<file path="src/design/pswt_pkg.sv">
// ----------------------------------------------------------------------------
// pswt_pkg
// Shared types and constants for the plucked-string wavetable synthesizer.
// ----------------------------------------------------------------------------
package pswt_pkg;

	// item command codes
	localparam logic CMD_TICK  = 1'b0;
	localparam logic CMD_PLUCK = 1'b1;

	// configuration register map (index bit of the byte address)
	localparam logic REG_DECAY_HOLD = 1'b0;

	// reset values
	localparam logic [3:0] DECAY_HOLD_RST = 4'd3;
	localparam logic [7:0] LENGTH_RST     = 8'd255;
	localparam logic [7:0] PREV_POS_RST   = 8'd255;

	// sequencer states, one-hot
	typedef enum logic [2:0] {
		ST_IDLE = 3'b001,
		ST_EXEC = 3'b010,
		ST_FILL = 3'b100
	} state_t;

endpackage

</file>
<file path="src/design/plucked_string_wavetable_synth_unit.sv">
// ----------------------------------------------------------------------------
// plucked_string_wavetable_synth_unit
// Plucked-string synthesizer over a byte wavetable held in one synchronous
// memory; ticks smooth the table in place, plucks refill it with a sawtooth.
// ----------------------------------------------------------------------------
// A tick item reads the table memory at the accept edge (current and previous
// entry on two read ports); in the execute state the smoothed entry is written
// back, when the decay counter is zero, as the sample is loaded into the output
// register, which can wait while an earlier sample stalls. A pluck with length
// L refills L entries, one table entry per cycle through the single write port;
// a pluck of length zero does no refill. One item is worked on at a time, and
// a new item is taken while a finished sample still waits on the output. Table
// entries never written read as zero through per-entry valid bits, so there is
// no clearing pass after reset.
module plucked_string_wavetable_synth_unit #(
	parameter int TABLE_DEPTH = 256
) (
	input  logic        clk,
	input  logic        arst_n,
	// configuration port
	input  logic        psel,
	input  logic        penable,
	input  logic        pwrite,
	input  logic [2:0]  paddr,
	input  logic [31:0] pwdata,
	output logic [31:0] prdata,
	output logic        pready,
	// command items
	input  logic        item_valid,
	output logic        item_stall,
	input  logic        command,
	input  logic [7:0]  period_length,
	// sample items
	output logic        sample_valid,
	input  logic        sample_stall,
	output logic [7:0]  sample
);

	localparam int AW = $clog2(TABLE_DEPTH);
	localparam logic [AW-1:0] SLOT_LAST    = AW'(TABLE_DEPTH - 1);
	localparam logic [AW-1:0] PREV_SLOT_RST = AW'(255 % TABLE_DEPTH);

	pswt_pkg::state_t state_q;

	logic [3:0]    decay_hold_q;
	logic [7:0]    rd_pos_q;
	logic [AW-1:0] rd_slot_q;
	logic [AW-1:0] prv_slot_q;
	logic [7:0]    len_q;
	logic [3:0]    dcy_q;
	logic [7:0]    fill_q;
	logic [AW-1:0] fill_slot_q;
	logic          sample_valid_q;
	logic [7:0]    sample_q;

	logic [7:0]    table_mem [TABLE_DEPTH];
	logic [TABLE_DEPTH-1:0] vld_q;
	logic [7:0]    cur_raw_s1;
	logic [7:0]    prv_raw_s1;
	logic          cur_vld_s1;
	logic          prv_vld_s1;

	logic          item_acc;
	logic          tick_acc;
	logic          commit;
	logic [7:0]    cur_val;
	logic [7:0]    prv_val;
	logic [7:0]    smooth_val;
	logic [7:0]    fill_val;
	logic [7:0]    pos_inc;
	logic          mem_we;
	logic [AW-1:0] mem_wa;
	logic [7:0]    mem_wd;
	logic          cfg_wr;

	// configuration port
	assign pready = 1'b1;
	assign cfg_wr = psel && penable && pwrite && (paddr[2] == pswt_pkg::REG_DECAY_HOLD);
	assign prdata = (paddr[2] == pswt_pkg::REG_DECAY_HOLD) ? {28'd0, decay_hold_q} : 32'd0;

	always_ff @(posedge clk or negedge arst_n) begin
		if (!arst_n) begin
			decay_hold_q <= pswt_pkg::DECAY_HOLD_RST;
		end else if (cfg_wr) begin
			decay_hold_q <= pwdata[3:0];
		end
	end

	// handshakes
	assign item_stall   = (state_q != pswt_pkg::ST_IDLE);
	assign item_acc     = item_valid && !item_stall;
	assign tick_acc     = item_acc && (command == pswt_pkg::CMD_TICK);
	assign commit       = (state_q == pswt_pkg::ST_EXEC) && !(sample_valid_q && sample_stall);
	assign sample_valid = sample_valid_q;
	assign sample       = sample_q;

	// table data, unwritten entries read as zero
	assign cur_val    = cur_vld_s1 ? cur_raw_s1 : 8'd0;
	assign prv_val    = prv_vld_s1 ? prv_raw_s1 : 8'd0;
	assign smooth_val = {1'b0, cur_val[7:1]} + {1'b0, prv_val[7:1]};
	assign fill_val   = (fill_q < {1'b0, len_q[7:1]}) ? fill_q : (fill_q - len_q);
	assign pos_inc    = rd_pos_q + 8'd1;

	// write port: refill or smoothing write-back
	always_comb begin
		mem_we = 1'b0;
		mem_wa = rd_slot_q;
		mem_wd = smooth_val;
		if (state_q == pswt_pkg::ST_FILL) begin
			mem_we = 1'b1;
			mem_wa = fill_slot_q;
			mem_wd = fill_val;
		end else if (commit && (dcy_q == 4'd0)) begin
			mem_we = 1'b1;
		end
	end

	// wavetable memory, two read ports with registered data
	always_ff @(posedge clk) begin
		if (mem_we) begin
			table_mem[mem_wa] <= mem_wd;
		end
		if (tick_acc) begin
			cur_raw_s1 <= table_mem[rd_slot_q];
			prv_raw_s1 <= table_mem[prv_slot_q];
		end
	end

	// written-entry flags
	always_ff @(posedge clk or negedge arst_n) begin
		if (!arst_n) begin
			vld_q      <= '0;
			cur_vld_s1 <= 1'b0;
			prv_vld_s1 <= 1'b0;
		end else begin
			if (mem_we) begin
				vld_q[mem_wa] <= 1'b1;
			end
			if (tick_acc) begin
				cur_vld_s1 <= vld_q[rd_slot_q];
				prv_vld_s1 <= vld_q[prv_slot_q];
			end
		end
	end

	// sequencer, positions and decay counter
	always_ff @(posedge clk or negedge arst_n) begin
		if (!arst_n) begin
			state_q     <= pswt_pkg::ST_IDLE;
			rd_pos_q    <= 8'd0;
			rd_slot_q   <= '0;
			prv_slot_q  <= PREV_SLOT_RST;
			len_q       <= pswt_pkg::LENGTH_RST;
			dcy_q       <= 4'd0;
			fill_q      <= 8'd0;
			fill_slot_q <= '0;
		end else begin
			unique case (state_q)
				pswt_pkg::ST_IDLE: begin
					if (item_acc) begin
						if (command == pswt_pkg::CMD_PLUCK) begin
							len_q       <= period_length;
							fill_q      <= 8'd0;
							fill_slot_q <= '0;
							if (period_length != 8'd0) begin
								state_q <= pswt_pkg::ST_FILL;
							end
						end else begin
							state_q <= pswt_pkg::ST_EXEC;
						end
					end
				end
				pswt_pkg::ST_EXEC: begin
					if (commit) begin
						state_q    <= pswt_pkg::ST_IDLE;
						prv_slot_q <= rd_slot_q;
						if (pos_inc == len_q) begin
							rd_pos_q  <= 8'd0;
							rd_slot_q <= '0;
							dcy_q     <= (dcy_q == decay_hold_q) ? 4'd0 : dcy_q + 4'd1;
						end else begin
							rd_pos_q <= pos_inc;
							if (pos_inc == 8'd0 || rd_slot_q == SLOT_LAST) begin
								rd_slot_q <= '0;
							end else begin
								rd_slot_q <= rd_slot_q + AW'(1);
							end
						end
					end
				end
				pswt_pkg::ST_FILL: begin
					fill_q      <= fill_q + 8'd1;
					fill_slot_q <= (fill_slot_q == SLOT_LAST) ? '0 : fill_slot_q + AW'(1);
					if (fill_q == len_q - 8'd1) begin
						state_q <= pswt_pkg::ST_IDLE;
					end
				end
				default: begin
					state_q <= pswt_pkg::ST_IDLE;
				end
			endcase
		end
	end

	// output register
	always_ff @(posedge clk or negedge arst_n) begin
		if (!arst_n) begin
			sample_valid_q <= 1'b0;
		end else if (commit) begin
			sample_valid_q <= 1'b1;
		end else if (!sample_stall) begin
			sample_valid_q <= 1'b0;
		end
	end

	always_ff @(posedge clk) begin
		if (commit) begin
			sample_q <= cur_val;
		end
	end

	// checks
	a_tick_execs: assert property (@(posedge clk) disable iff (!arst_n)
		tick_acc |=> state_q == pswt_pkg::ST_EXEC)
		else $error("accepted tick did not enter execute");

	a_pluck_fills: assert property (@(posedge clk) disable iff (!arst_n)
		(item_acc && command == pswt_pkg::CMD_PLUCK && period_length != 8'd0)
		|=> state_q == pswt_pkg::ST_FILL)
		else $error("pluck did not start refill");

	a_fill_bound: assert property (@(posedge clk) disable iff (!arst_n)
		state_q == pswt_pkg::ST_FILL |-> fill_q < len_q)
		else $error("refill ran past period length");

	a_sample_from_exec: assert property (@(posedge clk) disable iff (!arst_n)
		$rose(sample_valid_q) |-> $past(state_q) == pswt_pkg::ST_EXEC)
		else $error("sample appeared without a tick");

	a_no_write_idle: assert property (@(posedge clk) disable iff (!arst_n)
		state_q == pswt_pkg::ST_IDLE |-> !mem_we)
		else $error("table written while idle");

endmodule
</file>
<file path="config.mk">
export PLATFORM = sky130hd
export DESIGN_NAME = plucked_string_wavetable_synth_unit
export DESIGN_NICKNAME = d
export VERILOG_FILES = /design/src/design/pswt_pkg.sv /design/src/design/plucked_string_wavetable_synth_unit.sv
export SDC_FILE = /design/constraint.sdc
export NUM_CORES = 2
export LEC_CHECK = 0
export BUFFER_PORTS_ARGS = -buffer_cell sky130_fd_sc_hd__buf_4
export CAP_MARGIN = 10
export CORE_MARGIN = 1.5
export CORE_UTILIZATION = 40
export CTS_BUF_LIST = sky130_fd_sc_hd__clkbuf_4
export CTS_CLUSTER_SIZE = 12
export DETAILED_ROUTE_END_ITERATION = 12
export GPL_TIMING_DRIVEN = 0
export PLACE_DENSITY_LB_ADDON = 0.12
export SLEW_MARGIN = 40
export SYNTH_ARGS = -nofsm -noshare
export SYNTH_HDL_FRONTEND = slang
export SYNTH_SLANG_ARGS = --single-unit
</file>
<file path="constraint.sdc">
create_clock -name clk -period 24.5 [get_ports clk]
set_clock_uncertainty 0.15 [all_clocks]
set_input_delay 0 -clock clk [delete_from_list [all_inputs] [get_ports clk]]
set_output_delay 0 -clock clk [all_outputs]
set_load 0.005 [all_outputs]
</file>
Word-level counts from Yosys, hierarchy flattened
Memory sizes are Yosys's and may differ from the RTL's. A register that Yosys moved wholly into a read port is not among the register bits.
Cells that the tools add are included.
Widths: inputs -> output; s select.
Storage, ports and cells
  register bits: 326
  RAM bits: 2048
  bits of input ports: 51
  output and inout port bits: 43
  memories kept: 1
Memory list
  table_mem: words 256, width 8, rd ports 2, clocked after memory_dff 2, write ports 1, line plucked_string_wavetable_synth_unit.sv:56  | logic [7:0] table_mem [TABLE_DEPTH];
Cells by class
  add/subtract/negate cells: 8
  magnitude comparators: 5
  equality and inequality tests: 15
  muxes and demuxes: 33
  bitwise logic cells: 3
  reductions and logical operators: 21
Operators by type and width (count)
  $or 256x256->256: 1
  $mux 8: 11
  $add 8x1->8 const B: 4
  $pmux 8 s2: 2
  $lt 8x9->1 const B: 3
  $bmux 1 s8: 2
  $eq 8x8->1: 2
  $eq 8x8->1 const B: 2
  $mux 3: 5
  $logic_and 1x1->1: 9
  $mux 1: 9
  $pmux 3 s3: 1
  $reduce_and 3->1: 3
  $add 7x7->8: 1
  $demux 1 s8: 1
  $ge 8x1->1 const B: 1
  $logic_not 8->1: 1
  $lt 8x7->1: 1
  $mux 4: 2
  $reduce_bool 8->1: 1
  $sub 8x1->8 const B: 1
  $sub 8x8->8: 1
  $ne 2x2->1 const B: 3
  $add 4x1->4 const B: 1
  14 further kinds: 17

Logic depth before layout (Yosys ltp)
  word-level depth: 8
  mapped depth: 11

Worst setup path before layout
Ideal clock, no wire load.
  path kind: flip-flop to flip-flop
  from: reg len_q[2]
  to: mem table_mem[0][1], data pin
  library setup time: 1.636 ns
  arrival: 9.472 ns
  setup slack: 13.242 ns
  stages on the path, launching flop included: 11
  buffers on the path: 2
  clock period less this slack: 11.258 ns
  cells stage by stage: dfstp_2 -> clkbuf_1 -> inv_1 -> ha_1 -> a21o_1 -> a21oi_1 -> o21ai_0 -> a31o_2 -> clkbuf_1 -> mux2_2 -> mux2i_1
Between the ends
  word-level cells in the longest chain between the ends: 3
RTL lines
  from (decl): line plucked_string_wavetable_synth_unit.sv:49  | logic [7:0] len_q;
  from (signal assigned): line plucked_string_wavetable_synth_unit.sv:153  | len_q <= pswt_pkg::LENGTH_RST;
  from (signal assigned): line plucked_string_wavetable_synth_unit.sv:162  | len_q <= period_length;
  $lt 8x7->1: line plucked_string_wavetable_synth_unit.sv:101  | assign fill_val = (fill_q < {1'b0, len_q[7:1]}) ? fill_q : (fill_q - len_q);
  $mux 8: line plucked_string_wavetable_synth_unit.sv:101
  $mux 8: line plucked_string_wavetable_synth_unit.sv:109  | if (state_q == pswt_pkg::ST_FILL) begin
  net mem_wd[1]: line plucked_string_wavetable_synth_unit.sv:73  | logic [7:0] mem_wd;
  to (decl): line plucked_string_wavetable_synth_unit.sv:56
The timed path passes the listed nets, and every way through them passes these cells.

==> impl_metrics.env <==
export IMPL_port_buffers=34
export IMPL_die_w_um=526
export IMPL_globalRouteTotalUtil_pct=38.6
export IMPL_power_density_nw_per_um2=134
export IMPL_syn_to_final_growth_pct=17.7
export IMPL_globalRoute_totalOverflow=0
export IMPL_insertion_delay_ns=1.69
export IMPL_timing_final_max_slew_violations=0
export IMPL_async_sr_flop_fraction_pct=13.3
export IMPL_hold_class="in2reg"
export IMPL_die_area_um2=277000
export IMPL_clk_pin_slew_ns=0.07
export IMPL_final_hold_violation_count=0
export IMPL_drt_iter0_drc=13200
export IMPL_max_stage_delay_ns=0.92
export IMPL_setup_worst_path_end_class="register"
export IMPL_max_freq_mhz=166
export IMPL_num_rows=191
export IMPL_clock_buffer_count_from_cts=665
export IMPL_post_synth_instance_area_um2=110000
export IMPL_worstPathCellList="buf_4 -> buf_4 -> buf_2 -> buf_2 -> mux4_2 -> a22oi_1 -> a21oi_1 -> nor2_1 -> o221ai_1 -> a22oi_1 -> o211ai_1"
export IMPL_synth_enable_flop_cells=2071
export IMPL_wire_per_inst_um=48.9
export IMPL_die_h_um=526
export IMPL_cts_root_buffer_cell="sky130_fd_sc_hd__clkbuf_4"
export IMPL_slew_limit_headroom_pct=28.9
export IMPL_design_core_area_um2=271000
export IMPL_timing_final_crit_period_ns=6.02
export IMPL_pin_count_of_the_biggest_net_entering_global_routing=73
export IMPL_ys_types=80
export IMPL_effective_utilization_at_floorplan_pct=40.3
export IMPL_synth_yosys_warnings=0
export IMPL_leakagePower_nw=43.9
export IMPL_viasPerCell=6.91
export IMPL_clock_tree_buffer_depth=4
export IMPL_worstMarginPinSlew_ns=1.07
export IMPL_clock_sinks=2389
export IMPL_post_route_cells_drive_above_1_share_pct=44.5
export IMPL_via_count_of_the_first_global_routing_pass=72400
export IMPL_dp_hpwl_um=395000
export IMPL_netSwitchingFraction_pct=43.5
export IMPL_intPower_w=0.00980
export IMPL_status="complete, no violations"
export IMPL_rsz_0062_raised_after_global_routing="no"
export IMPL_drtPass1Iterations=8
export IMPL_cp_max_fo=10
export IMPL_fin_crit_sh_pct=24.6
export IMPL_holdWs_ns=0.109
export IMPL_routed_via_count=76400
export IMPL_ys_seq_elements=2389
export IMPL_critical_path_startpoint_type="register"
export IMPL_worstPathArrival_ns=7.22
export IMPL_syn_mean_instance_area_um2=18.6
export IMPL_routed_wirelength_um=540000
export IMPL_cts_htree_levels=6
export IMPL_wire_length_of_the_first_global_routing_pass_um=694000
export IMPL_ff2ff_setup_slack_ns=18.48
export IMPL_gp_congestion=1.07
export IMPL_ir_drop_mv=0.0692
export IMPL_design_final_nets=6967
export IMPL_route_antenna_remaining_nets=0
export IMPL_pwr_share_seq_pct=30.9
export IMPL_post_route_drc_count=0
export IMPL_tns_ns=0
export IMPL_comb_power_share_pct=46.9
export IMPL_netlist_instances=5889
export IMPL_drv_cap=0
export IMPL_post_cts_resized_instances=0
export IMPL_switchingPower_w=0.00753
export IMPL_fin_area_um2=129000
export IMPL_synth_sequential_area_ratio_pct=64.1
export IMPL_timing_setup_critical_path_class="reg2reg"
export IMPL_cp_required_ns=25.71
export IMPL_initial_antenna_violation_count=66
export IMPL_cts_tree="yes"
export IMPL_dpl_instance_area_um2=119000
export IMPL_setup_violators_final=0
export IMPL_synth_flop_cell="sky130_fd_sc_hd__edfxtp_1"
export IMPL_highest_delay_cell_along_the_critical_path="sky130_fd_sc_hd__buf_2"
export IMPL_io_pins=94
export IMPL_power_frac_clock_pct=22.2
-- stage by stage --
stage                     instances  power (W)  utilization [%]  setup WS [ns]
after CTS                     11000     0.0169             47.4          18.79
after floorplan                5916    0.00909                -          13.24
after detailed placement       9715     0.0131             43.9          18.80
after global placement         9520     0.0131             42.1           1.32
final                         11000     0.0173             47.5          18.48
after global routing          11000     0.0174             47.5          18.71
-- registers in the layout, indices dropped and copies added (netlist names) --
signal        flops
sample            8
state_q           3
sample_valid      1
prv_slot_q        8
fill_q            8
cur_raw_s1        8
table_mem      2048
decay_hold_q      4
rd_slot_q         8
vld_q           256
prv_raw_s1        7
len_q             8
cur_vld_s1        1
fill_slot_q       8
dcy_q             4
prv_vld_s1        1
rd_pos_q          8
-- area by class of cell --
type,instances,area [um2]
timing repair buffer,303,4710
inverter,30,115
sequential,2389,70200
antenna,69,173
clock inverter,200,1250
multi-input combinational,3011,37800
fill,23400,143000
clock buffer,991,7440
buffer,486,2860
tap,3570,4470
-- layout by cell type (no fill, tap or decap), types with 25 or more instances in the layout --
master	count
sky130_fd_sc_hd__a21oi_1	132
sky130_fd_sc_hd__a221oi_1	133
sky130_fd_sc_hd__a22o_1	138
sky130_fd_sc_hd__a22oi_1	240
sky130_fd_sc_hd__buf_16	74
sky130_fd_sc_hd__buf_2	141
sky130_fd_sc_hd__buf_4	153
sky130_fd_sc_hd__buf_6	45
sky130_fd_sc_hd__buf_8	73
sky130_fd_sc_hd__clkbuf_1	45
sky130_fd_sc_hd__clkbuf_2	155
sky130_fd_sc_hd__clkbuf_4	1003
sky130_fd_sc_hd__clkinv_1	119
sky130_fd_sc_hd__conb_1	29
sky130_fd_sc_hd__dfrtp_1	299
sky130_fd_sc_hd__diode_2	69
sky130_fd_sc_hd__dlygate4sd3_1	68
sky130_fd_sc_hd__edfxtp_1	2071
sky130_fd_sc_hd__ha_1	28
sky130_fd_sc_hd__inv_1	29
sky130_fd_sc_hd__mux2i_1	40
sky130_fd_sc_hd__mux4_2	1087
sky130_fd_sc_hd__nand2_1	113
sky130_fd_sc_hd__nand3_1	25
sky130_fd_sc_hd__nor2_1	85
sky130_fd_sc_hd__nor2_2	250
sky130_fd_sc_hd__nor3_1	36
sky130_fd_sc_hd__o21ai_0	50
sky130_fd_sc_hd__o22ai_1	41
sky130_fd_sc_hd__or2_1	143
sky130_fd_sc_hd__or2_2	118
-- Yosys cell counts (9+ instances only) --
master                     instances  area (um2)
sky130_fd_sc_hd__a21oi_1         136         681
sky130_fd_sc_hd__a221oi_1        133        1160
sky130_fd_sc_hd__a22o_1          138        1210
sky130_fd_sc_hd__a22oi_1         241        1810
sky130_fd_sc_hd__and2_1           18         113
sky130_fd_sc_hd__buf_1            45         169
sky130_fd_sc_hd__buf_2           113         566
sky130_fd_sc_hd__buf_4            83         623
sky130_fd_sc_hd__buf_6            33         372
sky130_fd_sc_hd__clkbuf_1        211         792
sky130_fd_sc_hd__dfrtp_1         299        7480
sky130_fd_sc_hd__dfstp_2          19         499
sky130_fd_sc_hd__edfxtp_1       2071       62200
sky130_fd_sc_hd__ha_1             28         350
sky130_fd_sc_hd__inv_1            29         109
sky130_fd_sc_hd__mux2i_1          41         410
sky130_fd_sc_hd__mux4_2         1087       24500
sky130_fd_sc_hd__nand2_1         114         428
sky130_fd_sc_hd__nand2_2          15        93.8
sky130_fd_sc_hd__nand2b_1         16         100
sky130_fd_sc_hd__nand3_1          25         125
sky130_fd_sc_hd__nand3b_1          9        67.6
sky130_fd_sc_hd__nor2_1          342        1280
sky130_fd_sc_hd__nor2b_1          21         131
sky130_fd_sc_hd__nor3_1           37         185
sky130_fd_sc_hd__o211ai_1         11        82.6
sky130_fd_sc_hd__o21ai_0          59         295
sky130_fd_sc_hd__o221ai_1         34         298
sky130_fd_sc_hd__o22ai_1          48         300
sky130_fd_sc_hd__or2_1           143         895
sky130_fd_sc_hd__or2_2           118         738
sky130_fd_sc_hd__or3_1            10        62.6
sky130_fd_sc_hd__xnor2_1          22         193
sky130_fd_sc_hd__xor2_1           19         166
-- cells by family (layout without fill, tap and decap cells) --
kind of cell | count (synthesis) | in the layout | synth area share (%)
other | 2 | 98 | 0.00686
xor gates and xnor gates | 42 | 42 | 0.348
adders and majority gates | 30 | 30 | 0.356
DFF | 2389 | 2389 | 64.1
buffers and inverters | 516 | 2010 | 2.42
AOI/OAI and AO/OA | 868 | 868 | 5.88
and+or+nand+nor | 907 | 907 | 4.12
muxes | 1135 | 1135 | 22.8
-- power groups by stage --
stage	Combinational (W)	Clock (W)	Sequential, W
finish	0.00813	0.00385	0.00535
global route	0.00797	0.00405	0.00536
CTS	0.00767	0.00384	0.00535
detailed placement	0.00763	0	0.00544
global placement	0.00685	0	0.00629
floorplan	0.00330	0	0.00579
-- worst paths after layout --
path | endpoint | cells past startpoint | from
max in group asynchronous | vld_q[115] | 9 | arst_n
min | decay_hold_q[3] | 5 | pwdata[3]
min reg2reg | vld_q[147] | 1 | vld_q[147]
max reg2reg | cur_raw_s1[7] | 11 | rd_slot_q[1]
max | cur_raw_s1[7] | 11 | rd_slot_q[1]
min in group asynchronous | fill_q[0] | 6 | arst_n
-- metal layers --
metal  global-route usage (%)  up-vias  wire length [um]
met5                    0.952        -               378
met4                     27.3       38             44100
met3                     17.8     1627             77500
met2                     52.1     6677            220000
met1                     48.7    40600            198000
li1                         -    27400                 -
-- what timing repair did --
item / 4_1_cts / 5_1_grt
buffers inserted: 0 / 0
hold endpoints to repair: 403 / 0
hold buffers: 69 / 0
-- critical path, delay by kind of cell (launching register included) --
| family | cells | cell delay [ns] |
|---|---|---|
| buffers and inverters | 4 | 2.35 |
| AO/OA/AOI/OAI | 5 | 1.87 |
| AND/OR/NAND/NOR | 1 | 0.50 |
| multiplexers | 1 | 0.44 |
| flip-flops | 1 | 0.37 |
Note: power is estimated with default switching activity, not from simulation.
